==> src/hw/rtl/edd4_pkg.sv <==
// Shared types, constants and helpers of the four-level error-diffusion ditherer.
`timescale 1ns / 1ps
`default_nettype none

package edd4_pkg;

    // Geometry and fixed-point format
    localparam int MAX_WIDTH    = 2048;
    localparam int MAX_CHANNELS = 4;
    localparam int ERR_FRAC     = 8;

    localparam int SAMPLE_W = 8;
    localparam int COL_W    = $clog2(MAX_WIDTH);
    localparam int CH_W     = (MAX_CHANNELS > 1) ? $clog2(MAX_CHANNELS) : 1;
    localparam int ROW_W    = 16;

    // Stored error, accumulator, saturating sum and product widths
    localparam int ERR_W  = ERR_FRAC + 10;
    localparam int ACC_W  = ERR_W + 2;
    localparam int SUM_W  = ACC_W + 1;
    localparam int PROD_W = ACC_W + 4;

    // Error store: indexed {column, channel}, split into even/odd column banks
    localparam int STORE_IDX_W = COL_W + CH_W;
    localparam int BANK_DEPTH  = (MAX_WIDTH / 2) * (1 << CH_W);

    // Configuration register file
    localparam int WREG_W     = 12;
    localparam int HREG_W     = 16;
    localparam int NREG_W     = 3;
    localparam int CFG_DATA_W = 16;
    localparam int CFG_IDX_W  = 2;

    localparam logic [CFG_IDX_W-1:0] REG_IMAGE_WIDTH   = CFG_IDX_W'(0);
    localparam logic [CFG_IDX_W-1:0] REG_IMAGE_HEIGHT  = CFG_IDX_W'(1);
    localparam logic [CFG_IDX_W-1:0] REG_CHANNEL_COUNT = CFG_IDX_W'(2);

    localparam logic [WREG_W-1:0] WIDTH_RESET   = WREG_W'(640);
    localparam logic [HREG_W-1:0] HEIGHT_RESET  = HREG_W'(480);
    localparam logic [NREG_W-1:0] CHANNEL_RESET = NREG_W'(3);

    // Quantizer thresholds 42.5, 127.5, 212.5 in fixed point
    localparam int HALF = 1 << (ERR_FRAC - 1);
    localparam logic signed [ACC_W-1:0] TH_LOW  = ACC_W'(85 * HALF);
    localparam logic signed [ACC_W-1:0] TH_MID  = ACC_W'(255 * HALF);
    localparam logic signed [ACC_W-1:0] TH_HIGH = ACC_W'(425 * HALF);

    // Floyd-Steinberg weights, in sixteenths
    localparam int SHARE_SHIFT = 4;
    localparam logic [3:0] W_RIGHT = 4'd7;
    localparam logic [3:0] W_BLEFT = 4'd3;
    localparam logic [3:0] W_BELOW = 4'd5;
    localparam logic [3:0] W_BRGHT = 4'd1;

    localparam logic signed [SUM_W-1:0] ERR_HI = SUM_W'((1 << (ERR_W - 1)) - 1);
    localparam logic signed [SUM_W-1:0] ERR_LO = -ERR_HI - SUM_W'(1);

    typedef logic [1:0] level_code_t;

    localparam level_code_t LVL_0   = 2'd0;
    localparam level_code_t LVL_85  = 2'd1;
    localparam level_code_t LVL_170 = 2'd2;
    localparam level_code_t LVL_255 = 2'd3;

    // Stream position of one sample
    typedef struct packed {
        logic [COL_W-1:0] col;
        logic [CH_W-1:0]  ch;
        logic             row_nz;
        logic             last_col;
        logic             frame_end;
    } pos_t;

    // Error store writes issued for one sample
    typedef struct packed {
        logic                    prev_en;
        logic [STORE_IDX_W-1:0]  prev_idx;
        logic signed [ERR_W-1:0] prev_data;
        logic                    last_en;
        logic [STORE_IDX_W-1:0]  last_idx;
        logic signed [ERR_W-1:0] last_data;
    } wr_t;

    function automatic logic signed [ERR_W-1:0] sat_err(input logic signed [SUM_W-1:0] v);
        logic signed [ERR_W-1:0] r;
        if (v > ERR_HI)
            r = ERR_W'(ERR_HI);
        else if (v < ERR_LO)
            r = ERR_W'(ERR_LO);
        else
            r = ERR_W'(v);
        return r;
    endfunction

    // floor((err*k + 8) / 16)
    function automatic logic signed [ACC_W-1:0] share(input logic signed [ACC_W-1:0] err,
                                                      input logic [3:0] k);
        logic signed [PROD_W-1:0] e;
        logic signed [PROD_W-1:0] kk;
        logic signed [PROD_W-1:0] p;
        e  = PROD_W'(err);
        kk = PROD_W'(k);
        p  = e * kk + PROD_W'(1 << (SHARE_SHIFT - 1));
        return ACC_W'(p >>> SHARE_SHIFT);
    endfunction

    function automatic logic [SAMPLE_W-1:0] level_value(input level_code_t code);
        logic [SAMPLE_W-1:0] v;
        unique case (code)
            LVL_0:   v = SAMPLE_W'(0);
            LVL_85:  v = SAMPLE_W'(85);
            LVL_170: v = SAMPLE_W'(170);
            LVL_255: v = SAMPLE_W'(255);
            default: v = SAMPLE_W'(0);
        endcase
        return v;
    endfunction

endpackage

`default_nettype wire

==> src/hw/rtl/edd4_quant.sv <==
// Quantizer and error distribution with the per-channel carry registers.
`timescale 1ns / 1ps
`default_nettype none

module edd4_quant
    import edd4_pkg::*;
(
    input  wire logic                    clk,
    input  wire logic                    rst_n,
    input  wire logic                    fire,
    input  wire pos_t                    pos,
    input  wire logic [SAMPLE_W-1:0]     sample,
    input  wire logic signed [ERR_W-1:0] store_val,
    output logic [SAMPLE_W-1:0]          level,
    output wr_t                          wr
);

    logic signed [ERR_W-1:0] right_reg [MAX_CHANNELS];
    logic signed [ERR_W-1:0] bp0_reg   [MAX_CHANNELS];
    logic signed [ERR_W-1:0] bp1_reg   [MAX_CHANNELS];

    logic signed [ACC_W-1:0] acc, err, lvl_fx;
    logic signed [ACC_W-1:0] b7, b3, b5, b1;
    logic signed [ERR_W-1:0] p0, p1, new0;
    logic signed [ERR_W-1:0] right_next, bp0_next, bp1_next;
    level_code_t             code;
    logic                    col_nz;

    always_comb
    begin
        col_nz = (pos.col != '0);

        acc = $signed({{(ACC_W - SAMPLE_W - ERR_FRAC){1'b0}}, sample, {ERR_FRAC{1'b0}}});
        if (pos.row_nz)
            acc = acc + ACC_W'(store_val);
        if (col_nz)
            acc = acc + ACC_W'(right_reg[pos.ch]);

        priority if (acc < TH_LOW)
            code = LVL_0;
        else if (acc < TH_MID)
            code = LVL_85;
        else if (acc < TH_HIGH)
            code = LVL_170;
        else
            code = LVL_255;

        level  = level_value(code);
        lvl_fx = $signed({{(ACC_W - SAMPLE_W - ERR_FRAC){1'b0}}, level, {ERR_FRAC{1'b0}}});
        err    = acc - lvl_fx;

        b7 = share(err, W_RIGHT);
        b3 = share(err, W_BLEFT);
        b5 = share(err, W_BELOW);
        b1 = pos.last_col ? '0 : share(err, W_BRGHT);

        p0   = bp0_reg[pos.ch];
        p1   = bp1_reg[pos.ch];
        new0 = sat_err(SUM_W'(p1) + SUM_W'(b5));

        right_next = pos.last_col ? '0 : sat_err(SUM_W'(b7));
        bp0_next   = pos.last_col ? '0 : new0;
        bp1_next   = sat_err(SUM_W'(b1));

        // Below-left share completes the entry one column back
        wr.prev_en   = fire && col_nz;
        wr.prev_idx  = {pos.col - COL_W'(1), pos.ch};
        wr.prev_data = sat_err(SUM_W'(p0) + SUM_W'(b3));
        // Last column flushes its own partial sum
        wr.last_en   = fire && pos.last_col;
        wr.last_idx  = {pos.col, pos.ch};
        wr.last_data = new0;
    end

    always_ff @(posedge clk or negedge rst_n)
    begin
        if (!rst_n)
        begin
            for (int i = 0; i < MAX_CHANNELS; i++)
            begin
                right_reg[i] <= '0;
                bp0_reg[i]   <= '0;
                bp1_reg[i]   <= '0;
            end
        end
        else if (fire)
        begin
            right_reg[pos.ch] <= right_next;
            bp0_reg[pos.ch]   <= bp0_next;
            bp1_reg[pos.ch]   <= bp1_next;
        end
    end

endmodule

`default_nettype wire
==> config.mk <==
export PLATFORM = sky130hd
export DESIGN_NAME = edd4_quant
export DESIGN_NICKNAME = d
export VERILOG_FILES = /design/src/hw/rtl/edd4_pkg.sv /design/src/hw/rtl/edd4_quant.sv
export SDC_FILE = /design/constraint.sdc
export NUM_CORES = 1
export LEC_CHECK = 0
export BUFFER_PORTS_ARGS = -buffer_cell sky130_fd_sc_hd__buf_2
export CAP_MARGIN = 20
export CORE_ASPECT_RATIO = 0.9
export CORE_MARGIN = 10
export CORE_UTILIZATION = 45
export CTS_BUF_LIST = sky130_fd_sc_hd__clkbuf_8
export CTS_CLUSTER_DIAMETER = 150
export DETAILED_ROUTE_END_ITERATION = 7
export PLACE_DENSITY = 0.65
export SLEW_MARGIN = 30
export SYNTH_ARGS = -nofsm -noshare
export SYNTH_HDL_FRONTEND = slang
export SYNTH_SLANG_ARGS = --single-unit
export TNS_END_PERCENT = 10
==> constraint.sdc <==
create_clock -name clk -period 16.6 [get_ports clk]
set_clock_uncertainty 0.15 [all_clocks]
set_input_delay 0.83 -clock clk [delete_from_list [all_inputs] [get_ports clk]]
set_output_delay 0.83 -clock clk [all_outputs]
set_load 0.02 [all_outputs]
## Word level (Yosys, flattened, before mapping)

Cells that the tools add are included.

| storage, ports and cells | value |
|---|---|
| bits in registers | 216 |
| latch bits | 0 |
| RAM bits | 0 |
| memory bits (read-only) | 0 |
| bits of input ports | 45 |
| output and inout port bits | 72 |
| memories | 0 |

| cells by class | value |
|---|---|
| add/sub/neg operators | 10 |
| multiply operators | 3 |
| div/mod/pow operators | 0 |
| magnitude comparators | 13 |
| eq/ne operators | 3 |
| shift-type cells | 0 |
| mux-type cells | 31 |
| bitwise operators | 1 |
| reduce and logical (&&, ||, !) cells | 5 |

Operator list:

| cell | count |
|---|---|
| $mux 18 | 17 |
| $bwmux 72 | 3 |
| $bmux 18 s2 | 3 |
| $mux 20 | 3 |
| $add 24x5->24 const B | 2 |
| $mul 20x4->24 const B | 2 |
| $add 18x20->21 | 2 |
| $gt 21x18->1 const B | 2 |
| $lt 21x18->1 const B | 2 |
| $gt 20x18->1 const B | 2 |
| $lt 20x18->1 const B | 2 |
| $demux 18 s2 | 1 |
| $pmux 8 s4 | 1 |
| $add 23x5->24 const B | 1 |
| $mul 20x3->23 const B | 1 |
| $add 20x5->21 const B | 1 |
| $add 20x18->20 | 1 |
| $lt 20x15->1 const B | 1 |
| $lt 20x16->1 const B | 1 |
| $lt 20x17->1 const B | 1 |
| $sub 20x17->20 | 1 |
| $add 17x18->19 | 1 |
| $reduce_bool 11->1 | 1 |
| $sub 11x1->11 const B | 1 |
| other kinds (9) | 13 |

## Logic depth before layout (Yosys ltp)

Gate-level depths: netlist (run 1).

| logic depth | value |
|---|---|
| depth after elaboration | 21 |
| mapped depth | 51 |
| mapped depth without buffers | 49 |

## Least setup slack after synthesis (run 1)

No wires, ideal clock.

| path | value |
|---|---|
| path type | input to output |
| from | in pos[3] (netlist bit) |
| to | out wr[10] (netlist bit) |
| arrival | 11.498 ns |
| path slack | 4.122 ns |
| stages on the path | 45 |
| buffers on the path | 5 |
| path through | buf_1 > buf_1 > mux4_2 > ha_1 > a211o_1 > or3_1 > o211a_1 > a21boi_0 > xnor2_1 > nor2_1 > a21oi_1 > nand4_1 > or4b_2 > o22a_1 > o21ai_0 > ha_1 > a21o_1 > a21oi_1 > [... 9 more ...] > ha_1 > nand2_1 > o21ai_0 > nand2_1 > nand2b_1 > a21oi_1 > xor2_1 > ha_1 > clkbuf_1 > nand3_1 > a211oi_1 > o21ai_0 > o31ai_1 > nor2b_1 > a21o_1 > clkbuf_1 > clkbuf_1 > o21ai_0 |

RTL lines:

| what | RTL line | RTL |
|---|---|---|
| start: declaration | edd4_quant.sv:11 | `input wire pos_t pos,` |
| end: declaration | edd4_quant.sv:15 | `output wr_t wr` |

==> metrics.cfg, run 1 <==
[placed_design]
portBuffers = 115
hpwl_mm = 40.4
place_congestion = 0.867

[floorplan]
die_x_um = 236
die_y_um = 215
num_io_pins = 117
start_util = 0.454
core_area_sq_mm = 0.0417
die-area_sq_mm = 0.0507
row_count = 71

[timing]
hold_viol_final = 0
tns_ps = 0
setup-violations-final = 0
drv_slew = 0
grt_setup_unrepaired = no
tightest_slew_ps = 978
min_period_ps = 13850
fmax_mhz = 72.2
fin_crit_sh = 0.834
max_slew_margin = 0.348

[synthesis]
ys_top_cells_by_area = dfrtp_1 29%, ha_1 14%, mux4_2 6.4%
syn_avg_cell_area_sq_um = 9.04
yosysTopAreaCell = dfrtp_1
synth_nets = 2385
yosysTopAreaCellShare = 0.286
ys_ff_latch = 216
synth_seq_area_share = 0.286
synth-edff-count = 0
yosysWarnings = 0
syn_area_sq_mm = 0.0189
synth_cell_types = 74
ys_async_sr_fraction = 1.00
syn_inst = 2093
synth_ff_type = dfrtp_1

[clock_tree]
clk_pin_slew_ps = 60
insertion_delay_ps = 550
cts.repair.resized = 0
numCtsBuffers = 37
post_cts_buffers = 0
clock-root-buffer = clkbuf_8
max-clock-path-buffers = 3
cts_tree = yes
ctsHoldBuffers = 0
cts_sinks = 216
htreeDepth = 2

[global_routing]
antenna_found_initial = 0
grt_max_degree = 89
track_usage = 0.209
grt_pass1_wl_mm = 86.9
overflow = 0
grt_pass1_vias = 15736

[layout]
drive_gt1_frac = 0.130
n_antenna_cell = 0
area_growth_pct = 9.09
nNetsFinal = 2446

[routing]
viasPerCell = 5.99
via_count = 16318
dr.first_iter.drc_count = 1346
first_pass_iters = 5
drc = 0
antenna_left = 0
routedWlPerCell_um = 20.1
routed_wl_mm = 54.8

[worst_setup_path]
reg2reg_slack_ps = 4360
cp_max_fo = 51
r2r-end = bp0_reg[57]
cp_slowest_cell = buf_4
cp-end-kind = output port
cp_common_cell = ha_1
cp_data_arrival_time_ps = 12870
reg2regPathDepth = 41
worstSetupPathType = in2out
max_stage_delay_ps = 730
r2r_start = right_reg[0]
critPathLaunchType = primary input
required_ps = 15620

[flow_run]
cap_violations = 0

[outcome]
outcome = complete, no violations

[hold_path]
min_path_type = in2async

==> placed cells by master (no fill, tap or decap), drive strengths merged, types with 36 or more instances in the layout <==
cell type / instances
a32o: 44
a21o: 36
nor2: 150
o21ai: 221
xnor2: 66
buf: 137
nand2: 185
ha: 219
clkbuf: 46
xor2: 61
a21oi: 176
inv: 112
mux4: 54
dfrtp: 216
==> synthesized netlist by cell type, drive strengths merged, types with 8 or more instances <==
master	count
a211oi	17
o21a	28
and3	24
ha	219
xnor2	66
mux2	8
nand2b	32
a21oi	176
nor2	150
clkbuf	82
nor3	20
nand4	8
a31oi	16
nand2	185
a32o	44
mux2i	13
o211ai	19
o21bai	16
or2	8
xor2	61
nand3	32
dfrtp	216
buf	34
inv	102
a21o	36
a211o	13
or3	31
a22o	20
o21ai	221
fa	28
mux4	54
nor2b	18
and2	21
==> worst max-delay path by stage <==
stage	startpoint	end	slack, ps	cells after the start
after floorplan	pos[3]	wr[10]	4120	45
after global placement	pos[4]	wr[34]	2800	39
after detailed placement	pos[3]	wr[42]	2700	39
after CTS	pos[3]	wr[42]	2660	39
after global routing	pos[3]	wr[14]	1880	42
final	pos[4]	wr[14]	2750	43
==> per-stage QoR <==
| stage | utilization | instance area [sq um] | hold WS (ps) | worst slack [ps] | instances |
|---|---|---|---|---|---|
| floorplan | - | 18900 | 295 | 4120 | 2093 |
| global placement | 0.477 | 19900 | 307 | 2800 | 2662 |
| detailed placement | 0.477 | 19900 | 319 | 2700 | 2662 |
| CTS | 0.495 | 20600 | 98.3 | 2660 | 2725 |
| global route | 0.496 | 20600 | 118 | 1880 | 2725 |
| finish | 0.496 | 20600 | 106 | 2750 | 2725 |
==> final cells by class <==
class                   instances  area, sq um
flip-flops and latches        216         5410
clock buffers                  45          619
clock inverters                18          110
fillers                      3895        21000
well taps                     547          684
multi-input cells            1658        12700
repair buffers                138          767
inverters                     103          387
==> cells by family (layout without fill, tap and decap cells) <==
logic type,Yosys count,count (layout),share of synthesized area
adders and majority gates,247,247,0.174
xor gates and xnor gates,127,127,0.0588
muxes,75,75,0.0763
and+or+nand+nor,554,554,0.138
AOI/OAI and AO/OA,655,655,0.218
DFF,216,216,0.286
buffers and inverters,219,304,0.0489
==> layer usage <==
layer	global-route usage	vias to the layer above	share of wire
met5	0	-	0
met4	0.0373	0	0.012
met3	0.0315	45	0.075
met2	0.336	526	0.46
met1	0.295	8028	0.46
li1	-	7719	-
==> critical path, delay by kind of cell <==
| kind | cells | cell delay [ps] |
|---|---|---|
| mux | 1 | 480 |
| xor+xnor | 3 | 940 |
| compound gates | 20 | 5010 |
| buf+inv | 4 | 1700 |
| fa+ha+maj | 6 | 2120 |
| simple gates | 9 | 1730 |
Power of run 1 is left out: the tool's default activity adds up to more than one toggle a clock period on the data nets, which glitch-free logic cannot reach.
==> run 2: changes to the inputs <==
Settings changed: PLACE_DENSITY 0.65 to 0.67.
Clock period 16.6 ns to 11.6 ns, I/O delays scaled along.
==> run 2 against run 1 <==
Hold slack better by 220 ps. Final cell count is 1.6% higher. Wire length is 1.5% higher. Core utilization up 1.5 points. Sequential cell count stayed put. Cell area is 3.0% higher. Clock-buffer cell count grew 10. Critical path type is now reg2out.
==> metrics.cfg, run 2 (synthesized netlist as in run 1, its figures left out) <==
[clock_tree]
numCtsBuffers = 39
clock-root-buffer = clkbuf_8
cts_tree = yes
clk_pin_slew_ps = 60
insertion_delay_ps = 570
htreeDepth = 2
max-clock-path-buffers = 3
cts_sinks = 216

[timing]
fin_crit_sh = 0.956
tightest_slew_ps = 1000
fmax_mhz = 90.2
min_period_ps = 11090
setup-violations-final = 0
hold_viol_final = 0
layout_setup_ws_ps = 513
max_slew_margin = 0.333
drv_slew = 0

[placed_design]
portBuffers = 115
pre_cts_slack_ps = 134
place_inst = 2697
hpwl_mm = 41.5
place_congestion = 0.902

[routing]
drc = 0
first_pass_iters = 5
antenna_left = 0
routedWlPerCell_um = 20.1
routed_wl_mm = 55.6
dr.first_iter.drc_count = 1429
via_count = 16555
viasPerCell = 5.98

[hold_path]
hold_depth = 2
min_path_type = reg2reg

[global_routing]
grt_max_degree = 83
grt_pass1_wl_mm = 87.6
overflow = 0
track_usage = 0.210
grt_pass1_vias = 16138
antenna_found_initial = 0

[worst_setup_path]
cp-end-kind = output port
max_stage_delay_ps = 690
worstSetupPathType = reg2out
critPathLaunchType = flip-flop
cp_slowest_cell = or4b_2
cp_data_arrival_time_ps = 10360
reg2regPathDepth = 37
required_ps = 10870
cp_max_fo = 17
cp_common_cell = ha_1

[layout]
finalNonFillerCells = 2768
final_common_cell = ha_1
drive_gt1_frac = 0.159
layout_common_cells = 219 x ha_1, 216 x dfrtp_1, 196 x o21ai_0
post-route-util = 0.510
area_growth_pct = 12.4
n_antenna_cell = 0
nFillCells = 3808
nNetsFinal = 2486

[floorplan]
row_count = 71
start_util = 0.454
num_io_pins = 117
die_x_um = 236
die_y_um = 215
core_area_sq_mm = 0.0417
die-area_sq_mm = 0.0507

[outcome]
outcome = complete, no violations

[flow_run]
cap_violations = 0

[run 2: routing by layer]
metal / share of wire / GRT usage
met5: 0 / 0
met4: 0.015 / 0.0494
met1: 0.45 / 0.288
met3: 0.072 / 0.0406
met2: 0.47 / 0.336
[run 2: worst max-delay path: cells and delay by family, from the launching register on]
| family | cells | cell delay, ps |
|---|---|---|
| xor gates and xnor gates | 1 | 130 |
| buffers and inverters | 3 | 490 |
| DFF | 1 | 370 |
| and+or+nand+nor | 10 | 2220 |
| adders and majority gates | 7 | 2510 |
| AOI/OAI and AO/OA | 16 | 3580 |
| muxes | 1 | 500 |
[run 2: repair_timing]
action                     in CTS  in global routing
hold endpoints to repair       64                  0
buffers inserted                0                  1
setup endpoints to repair       0                100
resized for setup               0                 51
hold buffers                    1                  0
[run 2: path summary, 6_finish.rpt]
kind	to	startpoint	slack, ps
min in group asynchronous	bp0_reg[26]	rst_n	420
hold reg to reg	bp1_reg[46]	bp1_reg[46]	330
max in group asynchronous	bp1_reg[18]	rst_n	9710
hold / removal	bp1_reg[46]	bp1_reg[46]	330
setup / recovery	wr[44]	right_reg[6]	510
setup reg to reg	right_reg[69]	right_reg[6]	910
[run 2: layout make-up]
type	instances	area, sq um	share of cell area
multi-input cells	1658	12800	0.604
inverters	103	387	0.0182
flip-flops and latches	216	5410	0.254
repair buffers	176	1080	0.0507
well taps	547	684	0.0322
clock inverters	13	110	0.00518
clock buffers	55	757	0.0356
[run 2: metrics by stage]
step / TNS, ps / hold slack (ps) / instance area (sq um)
floorplan: 0 / 134 / 18900
global placement: 0 / 307 / 20100
detailed placement: 0 / 318 / 20100
CTS: 0 / 331 / 21000
global route: -1580 / 350 / 21300
finish: 0 / 327 / 21300
Power of run 2 is left out for the same reason.
