`src/hw/rtl/edd4_pkg.sv`:
```
// Shared types, constants and helpers of the four-level error-diffusion ditherer.
`timescale 1ns / 1ps
`default_nettype none

package edd4_pkg;

    // Geometry and fixed-point format
    localparam int MAX_WIDTH    = 2048;
    localparam int MAX_CHANNELS = 4;
    localparam int ERR_FRAC     = 8;

    localparam int SAMPLE_W = 8;
    localparam int COL_W    = $clog2(MAX_WIDTH);
    localparam int CH_W     = (MAX_CHANNELS > 1) ? $clog2(MAX_CHANNELS) : 1;
    localparam int ROW_W    = 16;

    // Stored error, accumulator, saturating sum and product widths
    localparam int ERR_W  = ERR_FRAC + 10;
    localparam int ACC_W  = ERR_W + 2;
    localparam int SUM_W  = ACC_W + 1;
    localparam int PROD_W = ACC_W + 4;

    // Error store: indexed {column, channel}, split into even/odd column banks
    localparam int STORE_IDX_W = COL_W + CH_W;
    localparam int BANK_DEPTH  = (MAX_WIDTH / 2) * (1 << CH_W);

    // Configuration register file
    localparam int WREG_W     = 12;
    localparam int HREG_W     = 16;
    localparam int NREG_W     = 3;
    localparam int CFG_DATA_W = 16;
    localparam int CFG_IDX_W  = 2;

    localparam logic [CFG_IDX_W-1:0] REG_IMAGE_WIDTH   = CFG_IDX_W'(0);
    localparam logic [CFG_IDX_W-1:0] REG_IMAGE_HEIGHT  = CFG_IDX_W'(1);
    localparam logic [CFG_IDX_W-1:0] REG_CHANNEL_COUNT = CFG_IDX_W'(2);

    localparam logic [WREG_W-1:0] WIDTH_RESET   = WREG_W'(640);
    localparam logic [HREG_W-1:0] HEIGHT_RESET  = HREG_W'(480);
    localparam logic [NREG_W-1:0] CHANNEL_RESET = NREG_W'(3);

    // Quantizer thresholds 42.5, 127.5, 212.5 in fixed point
    localparam int HALF = 1 << (ERR_FRAC - 1);
    localparam logic signed [ACC_W-1:0] TH_LOW  = ACC_W'(85 * HALF);
    localparam logic signed [ACC_W-1:0] TH_MID  = ACC_W'(255 * HALF);
    localparam logic signed [ACC_W-1:0] TH_HIGH = ACC_W'(425 * HALF);

    // Floyd-Steinberg weights, in sixteenths
    localparam int SHARE_SHIFT = 4;
    localparam logic [3:0] W_RIGHT = 4'd7;
    localparam logic [3:0] W_BLEFT = 4'd3;
    localparam logic [3:0] W_BELOW = 4'd5;
    localparam logic [3:0] W_BRGHT = 4'd1;

    localparam logic signed [SUM_W-1:0] ERR_HI = SUM_W'((1 << (ERR_W - 1)) - 1);
    localparam logic signed [SUM_W-1:0] ERR_LO = -ERR_HI - SUM_W'(1);

    typedef logic [1:0] level_code_t;

    localparam level_code_t LVL_0   = 2'd0;
    localparam level_code_t LVL_85  = 2'd1;
    localparam level_code_t LVL_170 = 2'd2;
    localparam level_code_t LVL_255 = 2'd3;

    // Stream position of one sample
    typedef struct packed {
        logic [COL_W-1:0] col;
        logic [CH_W-1:0]  ch;
        logic             row_nz;
        logic             last_col;
        logic             frame_end;
    } pos_t;

    // Error store writes issued for one sample
    typedef struct packed {
        logic                    prev_en;
        logic [STORE_IDX_W-1:0]  prev_idx;
        logic signed [ERR_W-1:0] prev_data;
        logic                    last_en;
        logic [STORE_IDX_W-1:0]  last_idx;
        logic signed [ERR_W-1:0] last_data;
    } wr_t;

    function automatic logic signed [ERR_W-1:0] sat_err(input logic signed [SUM_W-1:0] v);
        logic signed [ERR_W-1:0] r;
        if (v > ERR_HI)
            r = ERR_W'(ERR_HI);
        else if (v < ERR_LO)
            r = ERR_W'(ERR_LO);
        else
            r = ERR_W'(v);
        return r;
    endfunction

    // floor((err*k + 8) / 16)
    function automatic logic signed [ACC_W-1:0] share(input logic signed [ACC_W-1:0] err,
                                                      input logic [3:0] k);
        logic signed [PROD_W-1:0] e;
        logic signed [PROD_W-1:0] kk;
        logic signed [PROD_W-1:0] p;
        e  = PROD_W'(err);
        kk = PROD_W'(k);
        p  = e * kk + PROD_W'(1 << (SHARE_SHIFT - 1));
        return ACC_W'(p >>> SHARE_SHIFT);
    endfunction

    function automatic logic [SAMPLE_W-1:0] level_value(input level_code_t code);
        logic [SAMPLE_W-1:0] v;
        unique case (code)
            LVL_0:   v = SAMPLE_W'(0);
            LVL_85:  v = SAMPLE_W'(85);
            LVL_170: v = SAMPLE_W'(170);
            LVL_255: v = SAMPLE_W'(255);
            default: v = SAMPLE_W'(0);
        endcase
        return v;
    endfunction

endpackage

`default_nettype wire

```
`src/hw/rtl/edd4_scan.sv`:
```
// Configuration registers and raster position counters.
`timescale 1ns / 1ps
`default_nettype none

module edd4_scan
    import edd4_pkg::*;
(
    input  wire logic                  clk,
    input  wire logic                  rst_n,
    input  wire logic                  cfg_write,
    input  wire logic [CFG_IDX_W-1:0]  cfg_index,
    input  wire logic [CFG_DATA_W-1:0] cfg_data,
    input  wire logic                  advance,
    output pos_t                       pos
);

    logic [WREG_W-1:0] width_reg;
    logic [HREG_W-1:0] height_reg;
    logic [NREG_W-1:0] nch_reg;

    logic [COL_W-1:0] col_reg, col_next;
    logic [CH_W-1:0]  ch_reg, ch_next;
    logic [ROW_W-1:0] row_reg, row_next;

    logic [WREG_W-1:0] w_eff;
    logic [HREG_W-1:0] h_eff;
    logic [NREG_W-1:0] nc_eff;
    logic              last_col, last_ch, last_row;

    always_ff @(posedge clk or negedge rst_n)
    begin
        if (!rst_n)
        begin
            width_reg  <= WIDTH_RESET;
            height_reg <= HEIGHT_RESET;
            nch_reg    <= CHANNEL_RESET;
        end
        else if (cfg_write)
        begin
            unique case (cfg_index)
                REG_IMAGE_WIDTH:   width_reg  <= cfg_data[WREG_W-1:0];
                REG_IMAGE_HEIGHT:  height_reg <= cfg_data[HREG_W-1:0];
                REG_CHANNEL_COUNT: nch_reg    <= cfg_data[NREG_W-1:0];
                default:           ;
            endcase
        end
    end

    // Clamp out-of-range settings
    always_comb
    begin
        if (width_reg == '0)
            w_eff = WREG_W'(1);
        else if (width_reg > WREG_W'(MAX_WIDTH))
            w_eff = WREG_W'(MAX_WIDTH);
        else
            w_eff = width_reg;

        h_eff = (height_reg == '0) ? HREG_W'(1) : height_reg;

        if (nch_reg == '0)
            nc_eff = NREG_W'(1);
        else if (nch_reg > NREG_W'(MAX_CHANNELS))
            nc_eff = NREG_W'(MAX_CHANNELS);
        else
            nc_eff = nch_reg;
    end

    always_comb
    begin
        last_col = (WREG_W'(col_reg) + WREG_W'(1)) >= w_eff;
        last_ch  = (NREG_W'(ch_reg) + NREG_W'(1)) >= nc_eff;
        last_row = ({1'b0, row_reg} + (ROW_W + 1)'(1)) >= {1'b0, h_eff};

        col_next = col_reg;
        ch_next  = ch_reg;
        row_next = row_reg;
        if (!last_ch)
        begin
            ch_next = ch_reg + CH_W'(1);
        end
        else
        begin
            ch_next = '0;
            if (!last_col)
            begin
                col_next = col_reg + COL_W'(1);
            end
            else
            begin
                col_next = '0;
                row_next = last_row ? '0 : row_reg + ROW_W'(1);
            end
        end

        pos.col       = col_reg;
        pos.ch        = ch_reg;
        pos.row_nz    = (row_reg != '0);
        pos.last_col  = last_col;
        pos.frame_end = last_col && last_ch && last_row;
    end

    always_ff @(posedge clk or negedge rst_n)
    begin
        if (!rst_n)
        begin
            col_reg <= '0;
            ch_reg  <= '0;
            row_reg <= '0;
        end
        else if (advance)
        begin
            col_reg <= col_next;
            ch_reg  <= ch_next;
            row_reg <= row_next;
        end
    end

endmodule

`default_nettype wire

```
`config.mk`:
```
export PLATFORM = sky130hd
export DESIGN_NAME = edd4_scan
export DESIGN_NICKNAME = d
export VERILOG_FILES = /design/src/hw/rtl/edd4_pkg.sv /design/src/hw/rtl/edd4_scan.sv
export SDC_FILE = /design/constraint.sdc
export NUM_CORES = 1
export LEC_CHECK = 0
export ABC_AREA = 0
export BUFFER_PORTS_ARGS = -buffer_cell sky130_fd_sc_hd__clkbuf_2
export CAP_MARGIN = 30
export CORE_ASPECT_RATIO = 1.1
export CORE_UTILIZATION = 64
export DETAILED_ROUTE_END_ITERATION = 7
export PLACE_DENSITY_LB_ADDON = 0.1
export SYNTH_ARGS = -nofsm -noshare
export SYNTH_HDL_FRONTEND = slang
export SYNTH_SLANG_ARGS = --single-unit
export TNS_END_PERCENT = 20
```
`constraint.sdc`:
```
create_clock -name clk -period 6.7 [get_ports clk]
set_input_delay 1.34 -clock clk [delete_from_list [all_inputs] [get_ports clk]]
set_output_delay 1.34 -clock clk [all_outputs]
set_load 0.01 [all_outputs]
```
* Yosys cells after proc, flatten, opt, wreduce, memory -nomap -nowiden
Cells that the tools add are included.
Storage, ports and cells: register bits 60, input port bits 22, logic and storage cells 39
Operators by class: $add $sub $neg 6, order comparisons 5, equal/unequal tests 2, multiplexer cells 8, reduce and logical (&&, ||, !) cells 12
Operator list (count):
- two-way mux 16 bit | 2
- two-way mux 12 bit | 2
- adder 16 x 1 -> 17 bit, second input constant | 1
- greater-or-equal comparator 17 x 16 -> 1 bit | 1
- adder 16 x 1 -> 16 bit, second input constant | 1
- zero test 16 bit | 1
- nonzero test 16 bit | 1
- adder 11 x 1 -> 12 bit, second input constant | 1
- greater-or-equal comparator 12 bit | 1
- > comparator 12 bit, second input constant | 1
- zero test 12 bit | 1
- adder 11 x 1 -> 11 bit, second input constant | 1
- two-way mux 11 bit | 1
- AND reduction 2 bit | 4
- two-way mux 3 bit | 2
- adder 2 x 1 -> 3 bit, second input constant | 1
- greater-or-equal comparator 3 bit | 1
- > comparator 3 bit, second input constant | 1
- zero test 3 bit | 1
- AND reduction 3 bit | 1
- adder 2 x 1 -> 2 bit, second input constant | 1
- == test 2 x 1 -> 1 bit, second input constant | 1
- == test 2 bit, second input constant | 1
- logical AND 1 bit | 2
- other kinds (2) | 2

* Longest topological paths before layout
Gate-level depths: netlist of run 1.
depth in word-level cells 6, depth in mapped cells 14, gate-level depth less buffers 13

* Worst setup path after synthesis of run 1
Ideal clock, no wire load.
path kind flip-flop to output port, start point reg row_reg[2], end point out pos[0] (netlist name), arrival time 2.714 ns, slack 2.646 ns, stages on the path, launching flop included 14, cell sequence dfrtp_1 and3_2 and4_4 nand4_4 nor2_2 xnor2_1 inv_1 ha_1 and4_1 and4_1 a211oi_2 o211ai_2 buf_6 and3_1
RTL lines:
- start, declared | line edd4_scan.sv:23 | logic [ROW_W-1:0] row_reg, row_next;
- start signal, assigned | line edd4_scan.sv:115 | row_reg <= row_next;
- end, declared | line edd4_scan.sv:14 | output pos_t pos

==> impl_metrics.csv, run 1 <==
group,metric,value,unit
logic_synthesis,avgSynthCellArea,10.1,µm²
critical_path,path_common_cell,"and4_1",
power,total_power,1.52,mW
floorplan,die_x,75.0,µm
critical_path,cp-start-kind,"flip-flop",
drt,drtIter0Drc,142,
sta,finalCriticalPeriod,4980,ps
critical_path,cp_data_arrival_time,3640,ps
placement,dp_cells,472,
logic_synthesis,synth_area,3750,µm²
clock_tree,clockBufferDepth,2,
layout,nets,465,
placement,dpl.hpwl,5960,µm
logic_synthesis,synth_fp_nets,427,
clock_tree,postCtsHoldBufs,0,
critical_path,critPathRequiredTime,5360,ps
sta,skew,9.19,ps
global_route,grt_pass1_wl,13000,µm
global_route,grt_use_total,0.290,
drt,first_pass_iters,4,
drt,ant_nets,0,
floorplan,coreArea,5500,µm²
layout,final_cell_mix,"dfrtp_1, nand2_1, clkbuf_2, ha_1, mux2_2",
logic_synthesis,postSynthCellCount,370,
floorplan,rows,28,
critical_path,critPathKind,"reg -> out",
drt,wl,8020,µm
clock_tree,cts.clk_slew.worst_paths,70,ps
floorplan,ioPinCount,38,
layout,final_common_cell,"dfrtp_1",
floorplan,dieHeight,82.3,µm
placement,io_buffers,37,
critical_path,crit_buf_inv,2,
clock_tree,cts_sinks,60,
clock_tree,cts_resized,0,
placement,place_area,3980,µm²
clock_tree,cts_setup_buffers,0,
critical_path,end_kind,"primary output",
floorplan,die_area,6170,µm²
logic_synthesis,synth_warnings,0,
clock_tree,cts_tree,"built",
logic_synthesis,yosysUniqueCellTypes,52,
global_route,antenna_found_initial,0,
run_status,status,"finished, final reports clean",
clock_tree,cts_inserted_buffers,9,
power,peakVddDrop,0.000315,V
drt,vias_per_cell,5.93,
global_route,grt-ovfl-total,0,
layout,fin_area,4200,µm²
layout,antenna_cells,0,
layout,fill_cells,412,
critical_path,slowest_delay,580,ps
clock_tree,ctsHtreeMaxLevel,3,
logic_synthesis,synth_edf_count,0,
min_path,worstHoldPathType,"reg -> reg",
drt,num_vias,2894,
logic_synthesis,synthFlopType,"dfrtp_1",
clock_tree,root_buffer,"clkbuf_8",
layout,finalNonFillerCells,488,
sta,fmax,0.201,GHz
sta,setup_viol,0,
sta,drv_slew,0,
critical_path,cp_max_fo,15,
placement,place_congestion,0.937,
global_route,grt_max_degree,61,
sta,worst_slack,1720,ps
global_route,grt_pass1_vias,2851,
logic_synthesis,async_flop_share,1.00,
drt,wire_per_inst,16.4,µm
critical_path,crit_slowest_cell,"o211ai_2",
sta,rsz0062_at_grt,"no",
drt,drc,0,
sta,post-route-period-util,0.744,
critical_path,path_cells,"and3_2, and4_4, nand4_4, nor2_2, xnor2_1, inv_1, ha_1, and4_1, and4_1, nand2_1, o211ai_2, and3_1, clkbuf_2",
layout,finish.utilization,0.763,
job,maxCapViolCount,0,
critical_path,crit_family,"simple AND/OR/NAND/NOR gates",
sta,slew_headroom,0.307,
sta,tns,0,ps
clock_tree,clkLatencyLatePin,350,ps
power,power.leakage,2.06,nW
logic_synthesis,synth-seq-cells,60,
power,powerDensity,361,nW/µm²
floorplan,initial_core_util,0.681,
layout,area_delta_synth_final,12.0,%
layout,drive_gt1_frac,0.252,
sta,report.final.hold_viol_count,0,
logic_synthesis,yosysSeqAreaShare,0.403,
sta,tightest_slew,1040,ps
placement,dpl_worst_slack,2150,ps
sta,hold_ws,519,ps
==> cell type report <==
class | count | area [µm²] | area share
clock buffers | 10 | 128 | 0.0304
clock inverters | 6 | 90.1 | 0.0215
inverters | 23 | 86.3 | 0.0206
multi-input cells | 275 | 2090 | 0.497
flip-flops and latches | 60 | 1510 | 0.360
well taps | 75 | 93.8 | 0.0224
repair buffers | 39 | 200 | 0.0477
==> worst reg2reg max path, cell delays in order, from the launching register on <==
cell and delay [ps]:
dfrtp_1 470, ha_1 230, nand3_1 130, nor2_1 240, and3_1 200, xor2_1 260, ha_1 300, nand2_1 60
o21a_1 160, or3_1 130, o31a_1 830, nor2_2 160, mux2_2 320
==> report_power, final <==
group	switching (mW)	internal [mW]	total [mW]
Sequential	0.114	0.457	0.571
Combinational	0.323	0.258	0.582
Clock	0.154	0.210	0.364
Total	0.592	0.925	1.52
==> cells in the mapped netlist, drive strengths merged (4+ instances only) <==
master	number	area share
a21oi	11	0.015
a22o	13	0.030
and3	7	0.012
buf	6	0.010
clkbuf	6	0.0060
dfrtp	52	0.35
dfstp	8	0.056
ha	35	0.12
inv	23	0.023
mux2	31	0.093
nand2	43	0.043
nand2b	8	0.013
nand3	14	0.019
nand4	5	0.012
nor2	16	0.018
nor3	5	0.0097
nor4	9	0.015
o21ai	17	0.023
o21bai	4	0.0080
xnor2	16	0.037
xor2	7	0.016
==> metal layers <==
metal | vias to the layer above | track usage | share of wire
met5 | - | 0 | 0
met4 | 0 | 0.143 | 0.027
met3 | 19 | 0.0425 | 0.027
met2 | 60 | 0.505 | 0.50
met1 | 1412 | 0.348 | 0.44
li1 | 1403 | - | -
==> cells by family (layout without fill, tap and decap cells) <==
| logic type | Yosys count | after routing | synth area share |
|---|---|---|---|
| buffers and inverters | 35 | 78 | 0.0394 |
| XOR/XNOR | 23 | 23 | 0.0538 |
| multiplexers | 32 | 32 | 0.0958 |
| adder cells (fa/ha/maj) | 35 | 35 | 0.117 |
| flip-flops | 60 | 60 | 0.403 |
| AND/OR/NAND/NOR | 120 | 120 | 0.168 |
| AO/OA/AOI/OAI | 65 | 65 | 0.123 |
==> worst paths after layout <==
check / from / to / slack [ps] / depth (start not counted)
max: row_reg[2] / pos[0] / 1720 / 13
min: height_reg[0] / height_reg[0] / 520 / 1
max reg2reg: col_reg[0] / row_reg[0] / 3110 / 12
min reg2reg: height_reg[0] / height_reg[0] / 520 / 1
max in group asynchronous: rst_n / width_reg[10] / 5070 / 2
min in group asynchronous: rst_n / row_reg[14] / 1150 / 2
Note: power is estimated with default switching activity, not from simulation.
==> run 2, diff against run 1 <==
--- a/config.mk
+++ b/config.mk
@@ -9,7 +9,7 @@
 export BUFFER_PORTS_ARGS = -buffer_cell sky130_fd_sc_hd__clkbuf_2
 export CAP_MARGIN = 30
 export CORE_ASPECT_RATIO = 1.1
-export CORE_UTILIZATION = 64
+export CORE_UTILIZATION = 54
 export DETAILED_ROUTE_END_ITERATION = 7
 export PLACE_DENSITY_LB_ADDON = 0.1
 export SYNTH_ARGS = -nofsm -noshare
==> constraint.sdc (replaced) <==
create_clock -name clk -period 4.5 [get_ports clk]
set_input_delay 0.9 -clock clk [delete_from_list [all_inputs] [get_ports clk]]
set_output_delay 0.9 -clock clk [all_outputs]
set_load 0.01 [all_outputs]
==> impl_metrics.csv, run 2 (synthesized netlist as in run 1, its figures left out) <==
group,metric,value,unit
critical_path,r2r_cells,13,
global_route,grt_max_degree,39,
drt,drtIter0Drc,75,
critical_path,path_cells,"and3_2, and4_4, nand4_4, nor2_2, xnor2_1, inv_1, ha_1, and4_1, and4_1, a211oi_2, o211ai_2, and3_1, clkbuf_2",
critical_path,crit_buf_inv,2,
global_route,grt_pass1_wl,13000,µm
floorplan,die_area,7280,µm²
power,power.share.clock,0.203,
layout,nets,467,
critical_path,path_common_cell,"and4_1",
sta,setup_viol,0,
clock_tree,cts_resized,0,
critical_path,crit_family,"simple AND/OR/NAND/NOR gates",
placement,dp_cells,480,
sta,tns,0,ps
clock_tree,clockBufferDepth,2,
clock_tree,cts_sinks,60,
power,netSwitchingPower,0.851,mW
sta,rsz0062_at_grt,"no",
layout,antenna_cells,0,
power,seqPwrFrac,0.391,
drt,ant_nets,0,
drt,wire_per_inst,15.7,µm
drt,drc,0,
global_route,grt_pass1_vias,2782,
layout,finalNonFillerCells,497,
power,p_comb_frac,0.405,
sta,slew_headroom,0.377,
clock_tree,clkLatencyLatePin,340,ps
critical_path,cp_max_fo,7,
power,power.leakage,2.06,nW
power,powerDensity,514,nW/µm²
critical_path,path_depth,13,
min_path,worstHoldPathType,"in -> async",
sta,skew,9.23,ps
sta,finalCriticalPeriod,4140,ps
placement,dpl.hpwl,5910,µm
critical_path,cp_data_arrival_time,3240,ps
clock_tree,cts_inserted_buffers,9,
placement,io_buffers,37,
global_route,grt_use_total,0.243,
sta,report.final.hold_viol_count,0,
run_status,status,"finished, final reports clean",
critical_path,critPathKind,"reg -> out",
floorplan,initial_core_util,0.565,
critical_path,crit_slowest_cell,"dfrtp_1",
floorplan,rows,31,
clock_tree,cts_setup_buffers,0,
layout,fin_area,4190,µm²
sta,post-route-period-util,0.919,
clock_tree,cts_tree,"built",
drt,num_vias,2830,
layout,fill_cells,568,
placement,place_congestion,0.831,
power,total_power,2.15,mW
global_route,grt-ovfl-total,0,
layout,final_cell_mix,"dfrtp_1, nand2_1, clkbuf_2, ha_1, mux2_2",
critical_path,slowest_delay,460,ps
global_route,antenna_found_initial,0,
power,power.internal,1.30,mW
power,peakVddDrop,0.000357,V
job,maxCapViolCount,0,
layout,area_delta_synth_final,11.9,%
clock_tree,root_buffer,"clkbuf_8",
clock_tree,postCtsHoldBufs,0,
layout,drive_gt1_frac,0.253,
critical_path,end_kind,"primary output",
drt,wl,7820,µm
placement,place_area,4000,µm²
sta,drv_slew,0,
layout,final_common_cell,"dfrtp_1",
sta,fmax,0.242,GHz
clock_tree,cts.clk_slew.worst_paths,70,ps
floorplan,coreArea,6630,µm²
floorplan,die_x,81.4,µm
drt,vias_per_cell,5.69,
drt,first_pass_iters,4,
power,sw_frac_of_total,0.395,
sta,tightest_slew,931,ps
critical_path,critPathRequiredTime,3600,ps
floorplan,dieHeight,89.4,µm
clock_tree,ctsHtreeMaxLevel,3,
critical_path,cp-start-kind,"flip-flop",
sta,hold_ws,365,ps
floorplan,ioPinCount,38,
[run 2: cell types whose count changed in the layout (fill, tap and decap cells not counted), sizes merged]
| cell | previous run | this run |
|---|---|---|
| bufinv | 2 | 0 |
| buf | 2 | 4 |
| clkinv | 3 | 2 |
| clkinvlp | 1 | 0 |
| clkbuf | 47 | 51 |
[run 2: cell type report]
type	instances	area (µm²)	share of cell area
flip-flops and latches	60	1510	0.360
clock buffers	14	163	0.0388
well taps	82	103	0.0245
repair buffers	41	228	0.0543
clock inverters	2	10.0	0.00239
multi-input cells	275	2090	0.499
inverters	23	86.3	0.0206
[run 2: worst paths after layout]
kind,startpoint,endpoint,slack [ps]
worst max-delay path,row_reg[2],pos[0],360
worst min-delay path,rst_n,height_reg[3],360
worst max register to register,col_reg[0],row_reg[9],1030
worst min register to register,height_reg[0],height_reg[0],520
max in group asynchronous,rst_n,width_reg[9],3290
min in group clk,height_reg[0],height_reg[0],520
[run 2: power by group through the flow]
| stage | clock network, mW | registers (mW) | logic [mW] |
|---|---|---|---|
| after floorplan | 0 | 0.817 | 0.655 |
| after detailed placement | 0 | 0.848 | 0.868 |
| after global routing | 0.476 | 0.862 | 0.994 |
| after global placement | 0 | 0.845 | 0.847 |
| after CTS | 0.449 | 0.840 | 0.876 |
| final | 0.438 | 0.843 | 0.873 |
[run 2: per-stage QoR]
stage / utilization / setup WS [ps]
finish: 0.632 / 364
global route: 0.632 / 128
CTS: 0.629 / 354
detailed placement: 0.603 / 759
global placement: 0.603 / 793
floorplan: - / 886
[run 2: layer usage]
| metal | wire length, µm | global-route usage |
|---|---|---|
| met1 | 3430 | 0.289 |
| met2 | 3840 | 0.409 |
| met3 | 279 | 0.0469 |
| met4 | 275 | 0.138 |
| met5 | 0 | 0 |
==> run 3, diff against run 2 <==
--- a/config.mk
+++ b/config.mk
@@ -6,9 +6,10 @@
 export NUM_CORES = 1
 export LEC_CHECK = 0
 export ABC_AREA = 0
+export ABC_CLOCK_PERIOD_IN_PS = 4500
 export BUFFER_PORTS_ARGS = -buffer_cell sky130_fd_sc_hd__clkbuf_2
 export CAP_MARGIN = 30
-export CORE_ASPECT_RATIO = 1.1
+export CORE_ASPECT_RATIO = 0.75
 export CORE_UTILIZATION = 54
 export DETAILED_ROUTE_END_ITERATION = 7
 export PLACE_DENSITY_LB_ADDON = 0.1
==> impl_metrics.csv, run 3 (synthesized netlist as in run 1, its figures left out) <==
group,metric,value,unit
floorplan,initial_core_util,0.576,
min_path,worstHoldPathType,"in -> async",
drt,ant_nets,0,
layout,multi_input_area,2090,µm²
layout,fill_cells,567,
drt,top_layer_used,"met4",
clock_tree,cts_setup_buffers,0,
critical_path,path_common_cell,"and4_1",
power,peakVddDrop,0.000224,V
critical_path,cp_data_arrival_time,3160,ps
global_route,grt_pass1_vias,2655,
drt,drtIter0Drc,131,
layout,finish.utilization,0.645,
global_route,grt_use_total,0.253,
sta,fmax,0.246,GHz
clock_tree,cts_sinks,60,
sta,report.final.hold_viol_count,0,
global_route,grt_max_degree,39,
drt,num_vias,2889,
sta,slew_headroom,0.356,
critical_path,reg2reg_to,"row_reg[2]",
critical_path,worstReg2RegStart,"col_reg[0]",
clock_tree,cts_resized,0,
sta,finalCriticalPeriod,4060,ps
drt,wl,8470,µm
drt,wl_met3,576,µm
sta,post-route-period-util,0.902,
placement,io_buffers,37,
critical_path,crit_slowest_cell,"dfrtp_1",
placement,dpl.hpwl,6550,µm
clock_tree,cts_inserted_buffers,9,
layout,final_cell_mix,"dfrtp_1, nand2_1, clkbuf_2, ha_1, mux2_2",
global_route,grt_pass1_wl,13900,µm
layout,area_delta_synth_final,12.0,%
clock_tree,cts.clk_slew.worst_paths,70,ps
clock_tree,cts_tree,"built",
floorplan,dieHeight,74.1,µm
critical_path,cp-start-kind,"flip-flop",
drt,vias_per_cell,5.82,
global_route,grt-ovfl-total,0,
sta,skew,7.93,ps
floorplan,coreArea,6510,µm²
floorplan,ioPinCount,38,
layout,drive_gt1_frac,0.260,
layout,regArea,1510,µm²
critical_path,r2r_cells,13,
clock_tree,clockBufferDepth,2,
global_route,antenna_found_initial,0,
drt,drc,2,
clock_tree,clkLatencyLatePin,340,ps
sta,tightest_slew,962,ps
run_status,violations,"DRC",
drt,first_pass_iters,8,
power,power.leakage,2.05,nW
clock_tree,root_buffer,"clkbuf_8",
critical_path,cp_max_fo,7,
critical_path,slowest_delay,460,ps
layout,final_common_cell,"dfrtp_1",
layout,nets,467,
sta,tns,0,ps
placement,place_congestion,0.871,
layout,antenna_cells,0,
floorplan,die_area,7280,µm²
critical_path,critPathKind,"reg -> out",
critical_path,path_cells,"and3_2, and4_4, nand4_4, nor2_2, xnor2_1, inv_1, ha_1, and4_1, and4_1, a211oi_2, o211ai_2, and3_1, clkbuf_2",
drt,wl_met2,3270,µm
drt,met1_length,4560,µm
sta,rsz0062_at_grt,"no",
floorplan,die_x,98.2,µm
power,powerDensity,521,nW/µm²
sta,drv_slew,0,
clock_tree,postCtsHoldBufs,0,
floorplan,rows,25,
clock_tree,ctsHtreeMaxLevel,3,
sta,setup_viol,0,
critical_path,rrSetupSlack,1120,ps
run_status,status,"finished, violations left",
job,maxCapViolCount,0,
critical_path,end_kind,"primary output",
critical_path,critPathRequiredTime,3600,ps
drt,wire_per_inst,17.1,µm
-- run 3: cell types whose count changed in the layout (fill, tap and decap cells not counted) --
cell	delta
clkbuf_1	-3
clkbuf_8	-2
clkinvlp_4	+2
inv_6	+2
clkinv_4	+1
-- run 3: worst max path at each step --
| stage | start | to | cells after the start |
|---|---|---|---|
| 6_report | row_reg[2] | pos[0] | 13 |
| 5_1_grt | row_reg[6] | pos[0] | 11 |
| 4_1_cts | row_reg[2] | pos[0] | 13 |
| 3_5_place_dp | row_reg[2] | pos[0] | 13 |
| 3_3_place_gp | row_reg[0] | pos[0] | 11 |
| 2_1_floorplan | row_reg[2] | pos[0] | 13 |
-- run 3: where the power goes --
group | leakage (nW) | switching, mW | internal (mW)
sequential | 0.726 | 0.171 | 0.680
combinational | 1.24 | 0.502 | 0.397
clock | 0.0860 | 0.234 | 0.202
-- run 3: per-stage QoR --
stage	total power [mW]	cell area [µm²]	setup slack [ps]	hold slack (ps)	instances
6_report	2.19	4200	443	367	496
5_1_grt	2.36	4200	211	360	496
4_1_cts	2.19	4180	418	525	495
3_5_place_dp	1.74	4000	772	509	479
3_3_place_gp	1.72	4000	826	502	479
2_1_floorplan	1.47	3750	886	481	370
-- run 3: cell type report --
type                       instances  share of cell area
clock buffer                       9              0.0295
clock inverter                     7              0.0122
inverter                          23              0.0206
multi-input combinational        275               0.499
sequential                        60               0.360
tap                               81              0.0242
timing repair buffer              41              0.0543
-- run 3: per-layer routing --
metal,global-route usage,up-vias
met5,0,-
met4,0.0580,0
met3,0.0555,8
met2,0.334,79
met1,0.411,1397
li1,-,1405
-- run 3: critical path: cells and delay by family, from the launching register on --
| family | cells | cell delay, ps |
|---|---|---|
| AOI/OAI and AO/OA | 2 | 350 |
| xor gates and xnor gates | 1 | 160 |
| adders and majority gates | 1 | 280 |
| buffers and inverters | 2 | 200 |
| DFF | 1 | 460 |
| and+or+nand+nor | 7 | 1370 |
